===== config.mk =====
export PLATFORM = sky130hd
export DESIGN_NAME = zlps_job_fifo
export DESIGN_NICKNAME = d
export VERILOG_FILES = /design/src/rtl/zlps_pkg.sv /design/src/rtl/zlps_job_fifo.sv
export SDC_FILE = /design/constraint.sdc
export NUM_CORES = 1
export LEC_CHECK = 0
export BUFFER_PORTS_ARGS = -buffer_cell sky130_fd_sc_hd__buf_4
export CAP_MARGIN = 20
export CORE_MARGIN = 2
export CORE_UTILIZATION = 53
export CTS_CLUSTER_SIZE = 16
export DETAILED_ROUTE_END_ITERATION = 8
export PLACE_DENSITY_LB_ADDON = 0.05
export REMOVE_ABC_BUFFERS = 1
export SLEW_MARGIN = 20
export SYNTH_ARGS = -nofsm -noshare
export SYNTH_HDL_FRONTEND = slang
export SYNTH_SLANG_ARGS = --single-unit

===== constraint.sdc =====
create_clock -name clk_i -period 14.75 [get_ports clk_i]
set_input_delay 2.95 -clock clk_i [delete_from_list [all_inputs] [get_ports clk_i]]
set_output_delay 2.95 -clock clk_i [all_outputs]
set_load 0.05 [all_outputs]

===== src/rtl/zlps_pkg.sv =====
// shared types and constants for the z-buffered lit point shader
// no dependencies
`timescale 1ns / 1ps

package zlps_pkg;

  localparam int IMAGE_WIDTH  = 512;
  localparam int IMAGE_HEIGHT = 512;
  localparam int IDX_W        = 18;
  localparam int STORE_DEPTH  = 2 ** IDX_W;

  localparam logic [14:0] ONE_Q14     = 15'd16384;
  localparam logic [14:0] AMBIENT_Q14 = 15'd3277;
  localparam logic [7:0]  SPEC_GAIN   = 8'd150;

  localparam logic signed [31:0] DEPTH_FAR = 32'sh8000_0000;

  // configuration register indexes
  localparam logic [2:0] CFG_MATRIX_X    = 3'd0;
  localparam logic [2:0] CFG_MATRIX_Y    = 3'd1;
  localparam logic [2:0] CFG_MATRIX_Z    = 3'd2;
  localparam logic [2:0] CFG_TRANSLATION = 3'd3;
  localparam logic [2:0] CFG_VIEWER      = 3'd4;
  localparam logic [2:0] CFG_LIGHT       = 3'd5;
  localparam logic [2:0] CFG_HALF        = 3'd6;
  localparam logic [2:0] CFG_BASE_COLOR  = 3'd7;

  typedef struct packed {
    logic               mode;
    logic signed [31:0] point_x;
    logic signed [31:0] point_y;
    logic signed [31:0] point_z;
    logic signed [15:0] normal_x;
    logic signed [15:0] normal_y;
    logic signed [15:0] normal_z;
    logic               use_index;
    logic [IDX_W-1:0]   given_index;
  } in_item_t;

  typedef struct packed {
    logic             written;
    logic [IDX_W-1:0] pixel_index;
    logic [7:0]       red;
    logic [7:0]       green;
    logic [7:0]       blue;
  } out_item_t;

  typedef struct packed {
    logic [62:0] matrix_row_x;
    logic [62:0] matrix_row_y;
    logic [62:0] matrix_row_z;
    logic [62:0] translation;
    logic [47:0] viewer_dir;
    logic [47:0] light_dir;
    logic [47:0] half_dir;
    logic [23:0] base_color;
  } cfg_t;

  typedef enum logic [1:0] {
    JOB_CLEAR,
    JOB_SKIP,
    JOB_DRAW
  } job_kind_e;

  typedef struct packed {
    job_kind_e          kind;
    logic [IDX_W-1:0]   idx;
    logic signed [31:0] tz;
    logic signed [15:0] nx;
    logic signed [15:0] ny;
    logic signed [15:0] nz;
  } job_t;

endpackage


===== src/rtl/zlps_job_fifo.sv =====
// two-entry queue of jobs between the front and back ends
// depends on zlps_pkg
`timescale 1ns / 1ps

module zlps_job_fifo (
  input  logic           clk_i,
  input  logic           rst_ni,
  input  logic           wr_valid_i,
  output logic           wr_ready_o,
  input  zlps_pkg::job_t wr_data_i,
  output logic           rd_valid_o,
  input  logic           rd_ready_i,
  output zlps_pkg::job_t rd_data_o
);
  import zlps_pkg::*;

  job_t       slot_q [2];
  logic       wptr_q, rptr_q;
  logic [1:0] cnt_q;
  logic       do_wr, do_rd;

  assign wr_ready_o = (cnt_q != 2'd2);
  assign rd_valid_o = (cnt_q != 2'd0);
  assign rd_data_o  = slot_q[rptr_q];
  assign do_wr      = wr_valid_i && wr_ready_o;
  assign do_rd      = rd_valid_o && rd_ready_i;

  always_ff @(posedge clk_i or negedge rst_ni) begin
    if (!rst_ni) begin
      wptr_q <= 1'b0;
      rptr_q <= 1'b0;
      cnt_q  <= '0;
    end else begin
      if (do_wr) begin
        wptr_q <= ~wptr_q;
      end
      if (do_rd) begin
        rptr_q <= ~rptr_q;
      end
      cnt_q <= cnt_q + 2'(do_wr) - 2'(do_rd);
    end
  end

  always_ff @(posedge clk_i) begin
    if (do_wr) begin
      slot_q[wptr_q] <= wr_data_i;
    end
  end

endmodule


Word level (Yosys, flattened, before mapping)
Memories as Yosys holds them, arrays and structs flattened.
Index checks and enable logic that the tools add are counted.
{ "classes": {"bitwise_logic": 2, "reduce_logical": 3, "muxes": 2, "addsub": 2, "n_eq_ne": 1} }
{ "ops": {"columns": ["cell", "count"], "rows": [
  ["$add A2 B1 Y2", 1],
  ["$logic_and A1 B1 Y1", 2],
  ["$mux W1", 2],
  ["$ne A2 B2 Y1 const B", 1],
  ["$not A1 Y1", 2],
  ["$reduce_bool A2 Y1", 1],
  ["$sub A2 B1 Y2", 1]
]} }
{ "totals": {"regBits": 4, "mem_bits_rw": 200, "mem_count": 1, "wordCells": 14, "out_inout_bits": 102, "inputBits": 104} }
{ "memory_table": {"columns": ["name", "depth", "width", "rd", "rd_clocked_by_memory_dff", "wr", "line", "text"], "rows": [
  ["slot_q", 2, 100, 1, 0, 1, "zlps_job_fifo.sv:17", "job_t slot_q [2];"]
]} }

Longest topological paths before layout
{ "depth": {"ltp_word": 4, "depth_mapped": 7, "mapped_depth_nobuf": 7} }

Worst setup path before layout
OpenSTA, ideal clock, no wires.
{ "synth_timing": {"path_type": "input port to flip-flop", "from": "input wr_valid_i", "to": "memory slot_q[0][0] in the netlist's numbering (enable)", "n_path_buf": 0, "required_time_ns": 14.190, "cell_stages": 2, "arrival_time_ns": 7.231, "setup_ns": 0.560, "slack_ns": 6.958, "cell_sequence": "nand2_1 nor2_1"} }
{ "synth_between": {"elab_chain_cells": 3} }
{ "synth_rtl": {"columns": ["element", "line", "text"], "rows": [
  ["from (decl)", "zlps_job_fifo.sv:8", "input logic wr_valid_i,"],
  ["$logic_and A1 B1 Y1", "zlps_job_fifo.sv:25", "assign do_wr = wr_valid_i && wr_ready_o;"],
  ["$mux W1", "zlps_job_fifo.sv:45", "if (do_wr) begin"],
  ["$mux W1 (implied by the code)", "zlps_job_fifo.sv:46", "slot_q[wptr_q] <= wr_data_i;"],
  ["to (decl)", "zlps_job_fifo.sv:17", null]
]} }
No other way between the ends.

==> impl_metrics.csv <==
group,metric,value,unit
finish,finalNetCount,656,
global_route,use_met1,21.1,%
global_route,grt_max_degree,57,
logic_synthesis,synth_edf_count,200,
floorplan,fp.dieW,126,um
power_and_ir_drop,peakVddDrop,143,uV
sta,period_share,40.4,%
worst_setup_path,cp_data_required_time,11.80,ns
sta,skew,0.00457,ns
global_route,grt_busiest_layer,"met2",
finish,fillers,998,
logic_synthesis,synth_most_common_cell,"edfxtp_1",
clock_network,htreeDepth,1,
floorplan,io_pins,206,
sta,relSlewSlack,32.3,%
worst_setup_path,critPathSlowestCell,"dfrtp_4",
logic_synthesis,yosys-top-cells-count,"edfxtp_1 (200), mux2_4 (90), mux2_2 (10), buf_12 (9), dfrtp_1 (4)",
sta,worstMarginPinSlew,1.01,ns
logic_synthesis,ys_seq_area_share,77.7,%
power_and_ir_drop,leakage,4.06,nW
worst_setup_path,cpPeakStageDelay,0.97,ns
global_route,met3_usage,5.52,%
clock_network,clockBufferDepth,3,
logic_synthesis,synth_cell_types,17,
logic_synthesis,synth_top_cell_by_area,"edfxtp_1",
placed_design,place_congestion,0.695,
clock_network,clk_latency,0.48,ns
clock_network,cts_buffers,22,
sta,finalSetupTns,0,ns
clock_network,cts_tree,"built",
worst_setup_path,crit_fanout,55,
global_route,grt_pass1_wl,20.7,mm
floorplan,dieArea,15800,um2
logic_synthesis,avgSynthCellArea,24.0,um2
floorplan,row_count,44,
clock_network,clk_pin_slew,0.06,ns
drt,via_per_inst,4.93,
sta,drv_slew,0,
sta,hold_viol_final,0,
drt,first_pass_iters,4,
floorplan,core,14500,um2
worst_setup_path,cp-start-kind,"register",
logic_synthesis,ys_ff_latch,204,
clock_network,cts_setup_buffers,0,
logic_synthesis,syn_inst,328,
sta,finalSetupViolCount,0,
sta,fmax,168,MHz
drt,vias,3688,
logic_synthesis,syn_area,7860,um2
finish,n_antenna_cell,0,
global_route,grt_use_total,16.6,%
drt,antenna_left,0,
worst_setup_path,critical_path_class,"register to output pin",
logic_synthesis,ys.flop_type,"edfxtp_1",
drt,dr.first_iter.drc_count,186,
worst_setup_path,crit_chain,"buf_4 -> mux2_2 -> buf_4",
worst_setup_path,crit_path_end_kind,"output pin",
logic_synthesis,ys_async_sr_fraction,1.96,%
finish,final_layout_size_suffix_gt1_share,60.5,%
drt,drc,0,
placed_design,dp_hpwl,8.63,mm
sta,min_period,5.96,ns
worst_setup_path,crit_arrival,3.01,ns
logic_synthesis,synth.top_cell.area_share,76.4,%
worst_setup_path,crit_path_frequent_cell,"buf_4",
finish,area_growth,29.1,%
global_route,grt_pass1_vias,3904,
min_path,min_path_type,"register to register",
drt,wirelength,13.5,mm
logic_synthesis,yosysWarnings,0,
power_and_ir_drop,cellPowerDensity,239,nW/um2
drt,routedWlPerCell,18.0,um
clock_network,ctsHoldBuffers,0,
clock_network,cts_sinks,204,
sta,rsz0062_at_grt,"false",
global_route,grt-ovfl-total,0,
global_route,grt_antenna_before_repair,0,
status,outcome,"finished clean",
clock_network,cts_root_buffer,"clkbuf_16",
power_and_ir_drop,total_power,2.42,mW
job,max-cap-violations,0,
placed_design,io_buffers,205,
logic_synthesis,yosys-top-cells-area,"edfxtp_1 (76%), mux2_4 (17%), buf_12 (2.3%)",
placed_design,place_area,9480,um2
floorplan,die_h,126,um
clock_network,post_cts_resized,0,
global_route,global_route.usage.met2,27.7,%
finish,stdcell_area,10100,um2
floorplan,initial_utilization,54.1,%
flip-flops by register name (all words and copies together) (netlist names):
name and flops:
slot_q 200, cnt_q 2, rptr_q 1, wptr_q 1
kinds of logic (layout without fill, tap and decap cells):
family	count (synthesis)	in the layout	share of synthesized area, %
mux	100	100	18.6
flops	204	204	77.7
buf+inv	12	248	2.55
xor+xnor	4	4	0.446
fa+ha+maj	2	2	0.318
simple gates	6	6	0.414
through the flow:
stage	setup WS [ns]	hold WS (ns)	instances	util [%]
floorplan	6.96	0.461	317	-
global placement	9.22	0.496	710	65.2
detailed placement	9.23	0.536	710	65.2
CTS	8.71	0.550	748	69.8
global route	8.58	0.569	748	69.8
finish	8.79	0.540	748	69.8
routing by layer:
metal	vias up	share of wire, %	routed length (um)
li1	1741	-	-
met1	1787	39	5240
met2	141	50	6760
met3	19	9.1	1230
met4	0	1.8	248
met5	-	0	0
critical path: cells and delay by family, from the launching register on:
family	cells	cell delay, ns
muxes	1	0.42
DFF	1	0.97
buffers and inverters	2	1.08
final timing paths:
kind / start / end / slack [ns] / cells after the start
worst max-delay path: rptr_q$_DFFE_PN0P_ / rd_data_o[96] / 8.79 / 3
worst min-delay path: cnt_q[0]$_DFF_PN0_ / cnt_q[0]$_DFF_PN0_ / 0.54 / 1
worst max register to register: cnt_q[1]$_DFF_PN0_ / slot_q[0][32]$_DFFE_PP_ / 12.31 / 5
worst min register to register: cnt_q[0]$_DFF_PN0_ / cnt_q[0]$_DFF_PN0_ / 0.54 / 1
max in group asynchronous: rst_ni / rptr_q$_DFFE_PN0P_ / 12.38 / 1
min in group asynchronous: rst_ni / rptr_q$_DFFE_PN0P_ / 2.26 / 1
layout by cell type, fill, tap and decap left out:
| cell type | netlist | final |
|---|---|---|
| and2_1 | 1 | 1 |
| and3_4 | 0 | 1 |
| buf_4 | 0 | 209 |
| bufinv_16 | 0 | 1 |
| clkbuf_1 | 0 | 5 |
| clkbuf_16 | 0 | 23 |
| clkinv_1 | 0 | 4 |
| clkinv_2 | 0 | 4 |
| clkinvlp_4 | 0 | 1 |
| dfrtp_1 | 4 | 3 |
| dfrtp_4 | 0 | 1 |
| edfxtp_1 | 200 | 200 |
| ha_1 | 2 | 2 |
| inv_1 | 1 | 1 |
| mux2_2 | 10 | 10 |
| mux2_4 | 90 | 90 |
| nand2_1 | 1 | 1 |
| nand2b_1 | 1 | 1 |
| nor2_4 | 0 | 1 |
| or2_1 | 1 | 1 |
| xnor2_1 | 3 | 3 |
| xor2_1 | 1 | 1 |
final cells by class:
type,instances,area [um2],area share [%]
clock buffers,28,594,5.86
flip-flops and latches,204,6110,60.2
repair buffers,209,1570,15.5
inverters,1,3.75,0.0370
clock inverters,10,72.6,0.715
multi-input cells,112,1570,15.5
well taps,184,230,2.27
report_power, final:
part | switching (mW) | total (mW) | leakage, nW | internal, mW
clock network | 0.201 | 0.502 | 0.326 | 0.300
registers | 0.0649 | 0.859 | 1.90 | 0.794
logic | 0.668 | 1.06 | 1.83 | 0.392
total | 0.934 | 2.42 | 4.06 | 1.49
Power figures use the tool's default switching activity.
