==> src/rtl/zlps_pkg.sv <==
// shared types and constants for the z-buffered lit point shader
// no dependencies
`timescale 1ns / 1ps

package zlps_pkg;

  localparam int IMAGE_WIDTH  = 512;
  localparam int IMAGE_HEIGHT = 512;
  localparam int IDX_W        = 18;
  localparam int STORE_DEPTH  = 2 ** IDX_W;

  localparam logic [14:0] ONE_Q14     = 15'd16384;
  localparam logic [14:0] AMBIENT_Q14 = 15'd3277;
  localparam logic [7:0]  SPEC_GAIN   = 8'd150;

  localparam logic signed [31:0] DEPTH_FAR = 32'sh8000_0000;

  // configuration register indexes
  localparam logic [2:0] CFG_MATRIX_X    = 3'd0;
  localparam logic [2:0] CFG_MATRIX_Y    = 3'd1;
  localparam logic [2:0] CFG_MATRIX_Z    = 3'd2;
  localparam logic [2:0] CFG_TRANSLATION = 3'd3;
  localparam logic [2:0] CFG_VIEWER      = 3'd4;
  localparam logic [2:0] CFG_LIGHT       = 3'd5;
  localparam logic [2:0] CFG_HALF        = 3'd6;
  localparam logic [2:0] CFG_BASE_COLOR  = 3'd7;

  typedef struct packed {
    logic               mode;
    logic signed [31:0] point_x;
    logic signed [31:0] point_y;
    logic signed [31:0] point_z;
    logic signed [15:0] normal_x;
    logic signed [15:0] normal_y;
    logic signed [15:0] normal_z;
    logic               use_index;
    logic [IDX_W-1:0]   given_index;
  } in_item_t;

  typedef struct packed {
    logic             written;
    logic [IDX_W-1:0] pixel_index;
    logic [7:0]       red;
    logic [7:0]       green;
    logic [7:0]       blue;
  } out_item_t;

  typedef struct packed {
    logic [62:0] matrix_row_x;
    logic [62:0] matrix_row_y;
    logic [62:0] matrix_row_z;
    logic [62:0] translation;
    logic [47:0] viewer_dir;
    logic [47:0] light_dir;
    logic [47:0] half_dir;
    logic [23:0] base_color;
  } cfg_t;

  typedef enum logic [1:0] {
    JOB_CLEAR,
    JOB_SKIP,
    JOB_DRAW
  } job_kind_e;

  typedef struct packed {
    job_kind_e          kind;
    logic [IDX_W-1:0]   idx;
    logic signed [31:0] tz;
    logic signed [15:0] nx;
    logic signed [15:0] ny;
    logic signed [15:0] nz;
  } job_t;

endpackage

==> src/rtl/zlps_front.sv <==
// front end: takes requests, runs the affine transform on one shared multiplier
// and works out the pixel index; depends on zlps_pkg
`timescale 1ns / 1ps

module zlps_front (
  input  logic              clk_i,
  input  logic              rst_ni,
  input  logic              push,
  output logic              full,
  input  zlps_pkg::in_item_t in_item_i,
  input  zlps_pkg::cfg_t    cfg_i,
  input  logic              hold_i,
  output logic              job_valid_o,
  input  logic              job_ready_i,
  output zlps_pkg::job_t    job_o
);
  import zlps_pkg::*;

  typedef enum logic [2:0] {F_IDLE, F_MAC, F_FIN, F_IDX, F_PUSH} fstate_e;

  localparam logic signed [56:0] SAT_HI = 57'sd2147483647;
  localparam logic signed [56:0] SAT_LO = -57'sd2147483648;

  fstate_e            state_q;
  in_item_t           item_q;
  logic [1:0]         row_q, term_q;
  logic signed [55:0] acc_q;
  logic signed [31:0] tx_q, ty_q, tz_q;
  job_t               job_q;

  logic [62:0]        row_coef;
  logic signed [20:0] coef, off;
  logic signed [31:0] pt;
  logic signed [52:0] prod;
  logic signed [56:0] t_wide;
  logic signed [31:0] t_sat;
  logic [18:0]        rx, ry;
  logic [35:0]        lin;

  function automatic logic [18:0] round_px(logic signed [31:0] t, logic [17:0] lim);
    logic        neg;
    logic [32:0] mag;
    logic [33:0] sum;
    logic [17:0] m;
    neg = t[31];
    mag = neg ? (~{t[31], t} + 33'd1) : {1'b0, t};
    sum = {1'b0, mag} + 34'd32768;
    m   = sum[33:16];
    return {((m == 18'd0) || (!neg && (m < lim))), m};
  endfunction

  always_comb begin
    case (row_q)
      2'd0:    row_coef = cfg_i.matrix_row_x;
      2'd1:    row_coef = cfg_i.matrix_row_y;
      default: row_coef = cfg_i.matrix_row_z;
    endcase
    case (term_q)
      2'd0:    begin coef = row_coef[20:0];  pt = item_q.point_x; end
      2'd1:    begin coef = row_coef[41:21]; pt = item_q.point_y; end
      default: begin coef = row_coef[62:42]; pt = item_q.point_z; end
    endcase
    case (row_q)
      2'd0:    off = cfg_i.translation[20:0];
      2'd1:    off = cfg_i.translation[41:21];
      default: off = cfg_i.translation[62:42];
    endcase
  end

  assign prod   = coef * pt;
  assign t_wide = 57'(acc_q >>> 10) + (57'(off) <<< 6);
  assign t_sat  = (t_wide > SAT_HI) ? 32'sh7fff_ffff :
                  (t_wide < SAT_LO) ? DEPTH_FAR : t_wide[31:0];

  assign rx  = round_px(tx_q, 18'(IMAGE_WIDTH));
  assign ry  = round_px(ty_q, 18'(IMAGE_HEIGHT));
  assign lin = 36'(ry[17:0]) * 36'(IMAGE_WIDTH) + 36'(rx[17:0]);

  assign full        = (state_q != F_IDLE) || hold_i;
  assign job_valid_o = (state_q == F_PUSH);
  assign job_o       = job_q;

  always_ff @(posedge clk_i or negedge rst_ni) begin
    if (!rst_ni) begin
      state_q <= F_IDLE;
      item_q  <= '0;
      row_q   <= '0;
      term_q  <= '0;
      acc_q   <= '0;
      tx_q    <= '0;
      ty_q    <= '0;
      tz_q    <= '0;
      job_q   <= '0;
    end else begin
      unique case (state_q)
        F_IDLE: begin
          if (push && !full) begin
            item_q <= in_item_i;
            row_q  <= '0;
            term_q <= '0;
            acc_q  <= '0;
            job_q  <= '0;
            if (in_item_i.mode) begin
              job_q.kind <= JOB_CLEAR;
              state_q    <= F_PUSH;
            end else begin
              state_q <= F_MAC;
            end
          end
        end
        F_MAC: begin
          acc_q <= acc_q + 56'(prod);
          if (term_q == 2'd2) begin
            state_q <= F_FIN;
          end else begin
            term_q <= term_q + 2'd1;
          end
        end
        F_FIN: begin
          case (row_q)
            2'd0:    tx_q <= t_sat;
            2'd1:    ty_q <= t_sat;
            default: tz_q <= t_sat;
          endcase
          acc_q  <= '0;
          term_q <= '0;
          if (row_q == 2'd2) begin
            state_q <= F_IDX;
          end else begin
            row_q   <= row_q + 2'd1;
            state_q <= F_MAC;
          end
        end
        F_IDX: begin
          job_q.tz <= tz_q;
          job_q.nx <= item_q.normal_x;
          job_q.ny <= item_q.normal_y;
          job_q.nz <= item_q.normal_z;
          if (item_q.use_index) begin
            job_q.kind <= JOB_DRAW;
            job_q.idx  <= item_q.given_index;
          end else begin
            job_q.kind <= (rx[18] && ry[18]) ? JOB_DRAW : JOB_SKIP;
            job_q.idx  <= lin[IDX_W-1:0];
          end
          state_q <= F_PUSH;
        end
        F_PUSH: begin
          if (job_ready_i) begin
            state_q <= F_IDLE;
          end
        end
        default: state_q <= F_IDLE;
      endcase
    end
  end

endmodule

==> config.mk <==
export PLATFORM = sky130hd
export DESIGN_NAME = zlps_front
export DESIGN_NICKNAME = d
export VERILOG_FILES = /design/src/rtl/zlps_pkg.sv /design/src/rtl/zlps_front.sv
export SDC_FILE = /design/constraint.sdc
export NUM_CORES = 2
export LEC_CHECK = 0
export ABC_AREA = 1
export BUFFER_PORTS_ARGS = -buffer_cell sky130_fd_sc_hd__buf_2
export CORE_MARGIN = 5
export CORE_UTILIZATION = 46
export CTS_BUF_LIST = sky130_fd_sc_hd__clkbuf_16
export DETAILED_ROUTE_END_ITERATION = 10
export PLACE_DENSITY = 0.66
export SLEW_MARGIN = 5
export SYNTH_ARGS = -nofsm -noshare
export SYNTH_HDL_FRONTEND = slang
export SYNTH_SLANG_ARGS = --single-unit
==> constraint.sdc <==
create_clock -name clk_i -period 18.3 [get_ports clk_i]
set_input_delay 3.66 -clock clk_i [delete_from_list [all_inputs] [get_ports clk_i]]
set_output_delay 3.66 -clock clk_i [all_outputs]
set_load 0.01 [all_outputs]
# Yosys cells after proc, flatten, opt, wreduce, memory -nomap -nowiden
# Index checks and enable logic that the tools add are counted.
totals:
  ff_bits: 422
  inputBits: 589
  out_inout_bits: 102
  word_cells: 105
op_classes:
  add_sub_neg: 9
  mul: 1
  order_cmp: 4
  eq_ne: 13
  muxes: 25
  bitwise_logic: 3
  reduce_logical: 29
ops:
  columns: ["operator", "count"]
  rows:
  - ["$pmux 100 s2", 1]
  - ["$pmux 56 s3", 1]
  - ["$pmux 63 s2", 1]
  - ["$mux 100", 1]
  - ["$pmux 21 s2", 2]
  - ["$add 33x16->34 const B", 2]
  - ["$add 33x1->33 const B", 2]
  - ["$mux 33", 2]
  - ["$not 33->33", 2]
  - ["$mux 32", 2]
  - ["$pmux 32 s2", 1]
  - ["$add 56x53->56", 1]
  - ["$mux 56", 1]
  - ["$mul 21x32->53", 1]
  - ["$add 46x27->47", 1]
  - ["$gt 47x32->1 const B", 1]
  - ["$lt 47x32->1 const B", 1]
  - ["$logic_not 18->1", 2]
  - ["$lt 18x10->1 const B", 2]
  - ["$mux 20", 1]
  - ["$add 18x18->18", 1]
  - ["$pmux 3 s5", 1]
  - ["$mux 3", 4]
  - ["$reduce_and 2->1", 6]
  - ["other kinds (21)", 44]

# Longest topological paths before layout
logic_depth:
  ltp_word: 11
  mapped_depth: 40
  mapped_depth_nobuf: 36

# Worst setup path before layout
# OpenSTA, ideal clock, no wires.
synth_path:
  path_type: "input -> register"
  start: "input port cfg_i[294] (netlist name)"
  end: "register acc_q[51]"
  setup_ns: 0.123
  arrival_ns: 10.323
  t_required_ns: 18.177
  setup_slack_ns: 7.854
  path_stages: 28
  path_buffers: 0
  cell_sequence: "nand2_1 a31oi_1 or3_1 nand2_1 nor2_1 fa_1 inv_1 fa_1 fa_1 inv_1 fa_1 fa_1 fa_1 inv_1 fa_1 inv_1 ha_1 nand2_1 nor2_1 inv_1 nor2_1 nand3_1 o21ai_0 nand3_1 o21ai_0 a21oi_1 o21ai_0 nand2_1"
synth_via:
  elab_chain_cells: 5
synth_rtl:
  columns: ["item", "line_no", "rtl"]
  rows:
  - ["start: declaration", "zlps_front.sv:11", "input zlps_pkg::cfg_t cfg_i,"]
  - ["$pmux 63 s2", "zlps_front.sv:53", "case (row_q)"]
  - ["$pmux 21 s2", "zlps_front.sv:58", "case (term_q)"]
  - ["$mul 21x32->53", "zlps_front.sv:70", "assign prod = coef * pt;"]
  - ["$add 56x53->56", "zlps_front.sv:112", "acc_q <= acc_q + 56'(prod);"]
  - ["$pmux 56 s3", "zlps_front.sv:95", "unique case (state_q)"]
  - ["end signal: assignment", "zlps_front.sv:112", null]
  - ["end: declaration", "zlps_front.sv:27", "logic signed [55:0] acc_q;"]
# No other way between the ends.
# A chain may end at the register's enable or synchronous reset.

# Worst setup path after layout
layout_path:
  start: "input port cfg_i[315] (netlist name)"
  end: "register acc_q[51]"
# The elaborated chain is that of the path after synthesis.

==> out/metrics.yaml <==
critPathMaxFanout: 29
skew_ps: 39.41
slowest_delay_ps: 900
wl_per_cell_um: 19.30
yosysWarningCount: 0
grt_pass1_wl_um: 253000
cts_resized: 0
rsz0062_at_grt: "false"
required_ps: 18780
start_util: 0.4631
clk_pin_slew_worst_paths_ps: 60
drive_gt1_frac: 0.1218
slew_viol_final: 0
hold_path.class: "reg2reg"
async_reset_ff_frac: 1.000
cts_made_buffers: 48
track_usage: 0.2746
grt_pass1_vias: 44550
cts_max_path_buffers: 3
fmax_mhz: 83.37
num_rows: 121
hpwl_um: 129800
core-area_mm2: 0.1090
post_cts_buffers: 0
routed_wirelength_um: 159500
antenna_found_initial: 6
slew_headroom: 0.2832
synth-seq-cells: 422
cpMostUsedCell: "fa_1"
ctsHoldBuffers: 0
synth_area_mm2: 0.05048
die_area_mm2: 0.1165
critical_path_class: "in2reg"
fp.dieW_um: 341.3
arrival_ps: 12480
setup_viol: 0
synth_fp_nets: 7968
status: "complete, no violations"
cts.sinks: 422
grt_max_degree: 182
clock_latency_ps: 620
syn_inst: 6406
avgSynthCellArea_um2: 7.880
ys_seq_area_frac: 0.2092
worst-path-buf-inv: 7
cts_tree: "yes"
maxCapViolCount: 0
io_buffers: 522
drc: 0
grt_overflow_total: 0
crit_family: "adder cells"
min_period_ps: 12000
h-tree-depth: 2
endpoint_kind: "flip-flop"
die_h_um: 341.3
critPathLaunchType: "primary input"
period_share: 0.6555
hold_viol: 0
root_buffer: "clkbuf_16"
gp_congestion: 0.9752
setup_tns_ps: 0
ios: 691
slowest_stage: "inv_1"
final_nets: 8373
num_vias: 43400
syn_to_final_growth_pct: 11.11
first_pass_iters: 6
worst_pin_slew_ps: 1074
ant_nets: 0
synth_edf_count: 0
ys_types: 63
synthFlopType: "dfrtp_1"
routed_via_density: 5.252
drtIter0Drc: 3297
==> cells by family after synthesis <==
group           Yosys count  share of synthesized area
xor+xnor                 74                    0.01329
other cells               1                 0.00007429
flops                   422                     0.2092
fa+ha+maj               973                     0.3533
simple gates           2743                     0.2265
buf+inv                1500                     0.1163
compound gates          693                    0.08137
==> per-stage QoR <==
step | hold WS (ps) | area (um2) | setup slack, ps | util | cells
after floorplan | 441.4 | 50480 | 7854 | - | 6406
after global placement | 459.4 | 54410 | 6047 | 0.4992 | 8175
after detailed placement | 459.8 | 54410 | 5971 | 0.4992 | 8175
after CTS | 452.1 | 56080 | 6579 | 0.5145 | 8262
after global routing | 486.7 | 56080 | 5950 | 0.5145 | 8262
final | 462.5 | 56090 | 6305 | 0.5145 | 8264
==> worst reg2reg max path, delay by kind of cell (launching register included) <==
kind                       cells  cell delay, ps
buffers and inverters          8            2070
DFF                            1             390
AOI/OAI and AO/OA              7            1900
and+or+nand+nor               10            2400
adders and majority gates      9            4390
==> registers in the layout, indices dropped and copies added (netlist names) <==
register  count
tx_q         32
job_o       100
row_q         2
ty_q         32
term_q        2
tz_q         32
item_q      163
state_q       3
acc_q        56
==> Yosys cell counts, types with 9 or more instances <==
| library cell | n | area share |
|---|---|---|
| buf_2 | 19 | 0.0019 |
| nand2_4 | 63 | 0.014 |
| o22ai_1 | 51 | 0.0063 |
| nor3_1 | 17 | 0.0017 |
| a21o_1 | 12 | 0.0018 |
| clkbuf_1 | 184 | 0.014 |
| xnor2_1 | 31 | 0.0054 |
| inv_2 | 22 | 0.0016 |
| nand2_2 | 14 | 0.0017 |
| buf_1 | 16 | 0.0012 |
| a21oi_1 | 200 | 0.020 |
| nor2_1 | 558 | 0.041 |
| nand4_1 | 33 | 0.0041 |
| fa_1 | 754 | 0.30 |
| o21a_1 | 15 | 0.0022 |
| or2_2 | 10 | 0.0012 |
| xor2_1 | 40 | 0.0069 |
| nor2_2 | 20 | 0.0025 |
| a31oi_1 | 66 | 0.0082 |
| inv_1 | 1231 | 0.092 |
| a22o_1 | 81 | 0.014 |
| o21ai_0 | 214 | 0.021 |
| o21bai_1 | 9 | 0.0013 |
| o21ai_1 | 16 | 0.0016 |
| nand3b_1 | 24 | 0.0036 |
| ha_1 | 219 | 0.054 |
| nand2_1 | 1819 | 0.14 |
| dfrtp_1 | 422 | 0.21 |
| nand3_1 | 140 | 0.014 |
| or3_1 | 21 | 0.0026 |
==> placed cells by master, fill, tap and decap left out, drive strengths merged, types with 3 or more instances in the layout <==
cell type / synthesis / layout
clkinv: 6 / 23
fa: 754 / 754
inv: 1253 / 1264
o21bai: 10 / 10
clkinvlp: 0 / 3
o211ai: 4 / 4
o21ai: 234 / 234
a31oi: 66 / 66
nand2: 1896 / 1896
xnor2: 31 / 31
nand3b: 24 / 24
buf: 46 / 596
nor3: 20 / 20
nand4: 34 / 34
a21oi: 201 / 201
a22o: 81 / 81
a32o: 3 / 3
a221oi: 5 / 5
or2: 11 / 11
nor2: 581 / 581
xor2: 43 / 43
o21a: 15 / 15
nand3: 144 / 144
a21boi: 5 / 5
a21o: 12 / 12
bufinv: 0 / 8
ha: 219 / 219
nor4: 8 / 8
clkbuf: 190 / 48
dfrtp: 422 / 422
o22ai: 51 / 51
or3: 21 / 21
==> final timing paths <==
path | start | to | slack [ps] | cells after the start
worst max-delay path | cfg_i[315] | acc_q[51]$_DFFE_PN0P_ | 6300 | 31
worst min-delay path | item_q[23]$_DFFE_PN0P_ | job_o[4]$_DFFE_PN0P_ | 460 | 1
worst max register to register | row_q[0]$_DFFE_PN0P_ | acc_q[51]$_DFFE_PN0P_ | 7070 | 34
worst min register to register | item_q[23]$_DFFE_PN0P_ | job_o[4]$_DFFE_PN0P_ | 460 | 1
max in group asynchronous | rst_ni | acc_q[43]$_DFFE_PN0P_ | 12900 | 3
min in group asynchronous | rst_ni | job_o[21]$_DFFE_PN0P_ | 3040 | 1
==> cell type report <==
cell class | count | area (um2)
diodes | 2 | 5.005
clock buffers | 48 | 1201
clock inverters | 39 | 469.2
fillers | 10500 | 52920
inverters | 1259 | 4732
multi-input cells | 4484 | 34160
flip-flops and latches | 422 | 10560
well taps | 1414 | 1769
repair buffers | 596 | 3191
==> routing by layer <==
metal	up-vias	global-route usage	wire (um)
li1	20120	-	-
met4	4	0.07735	5307
met3	293	0.05185	13410
met2	1638	0.4440	72970
met5	-	0	27
met1	21350	0.3810	67790
Power is left out: the tool's default activity adds up to more than one toggle a clock period on the data nets, which glitch-free logic cannot reach.
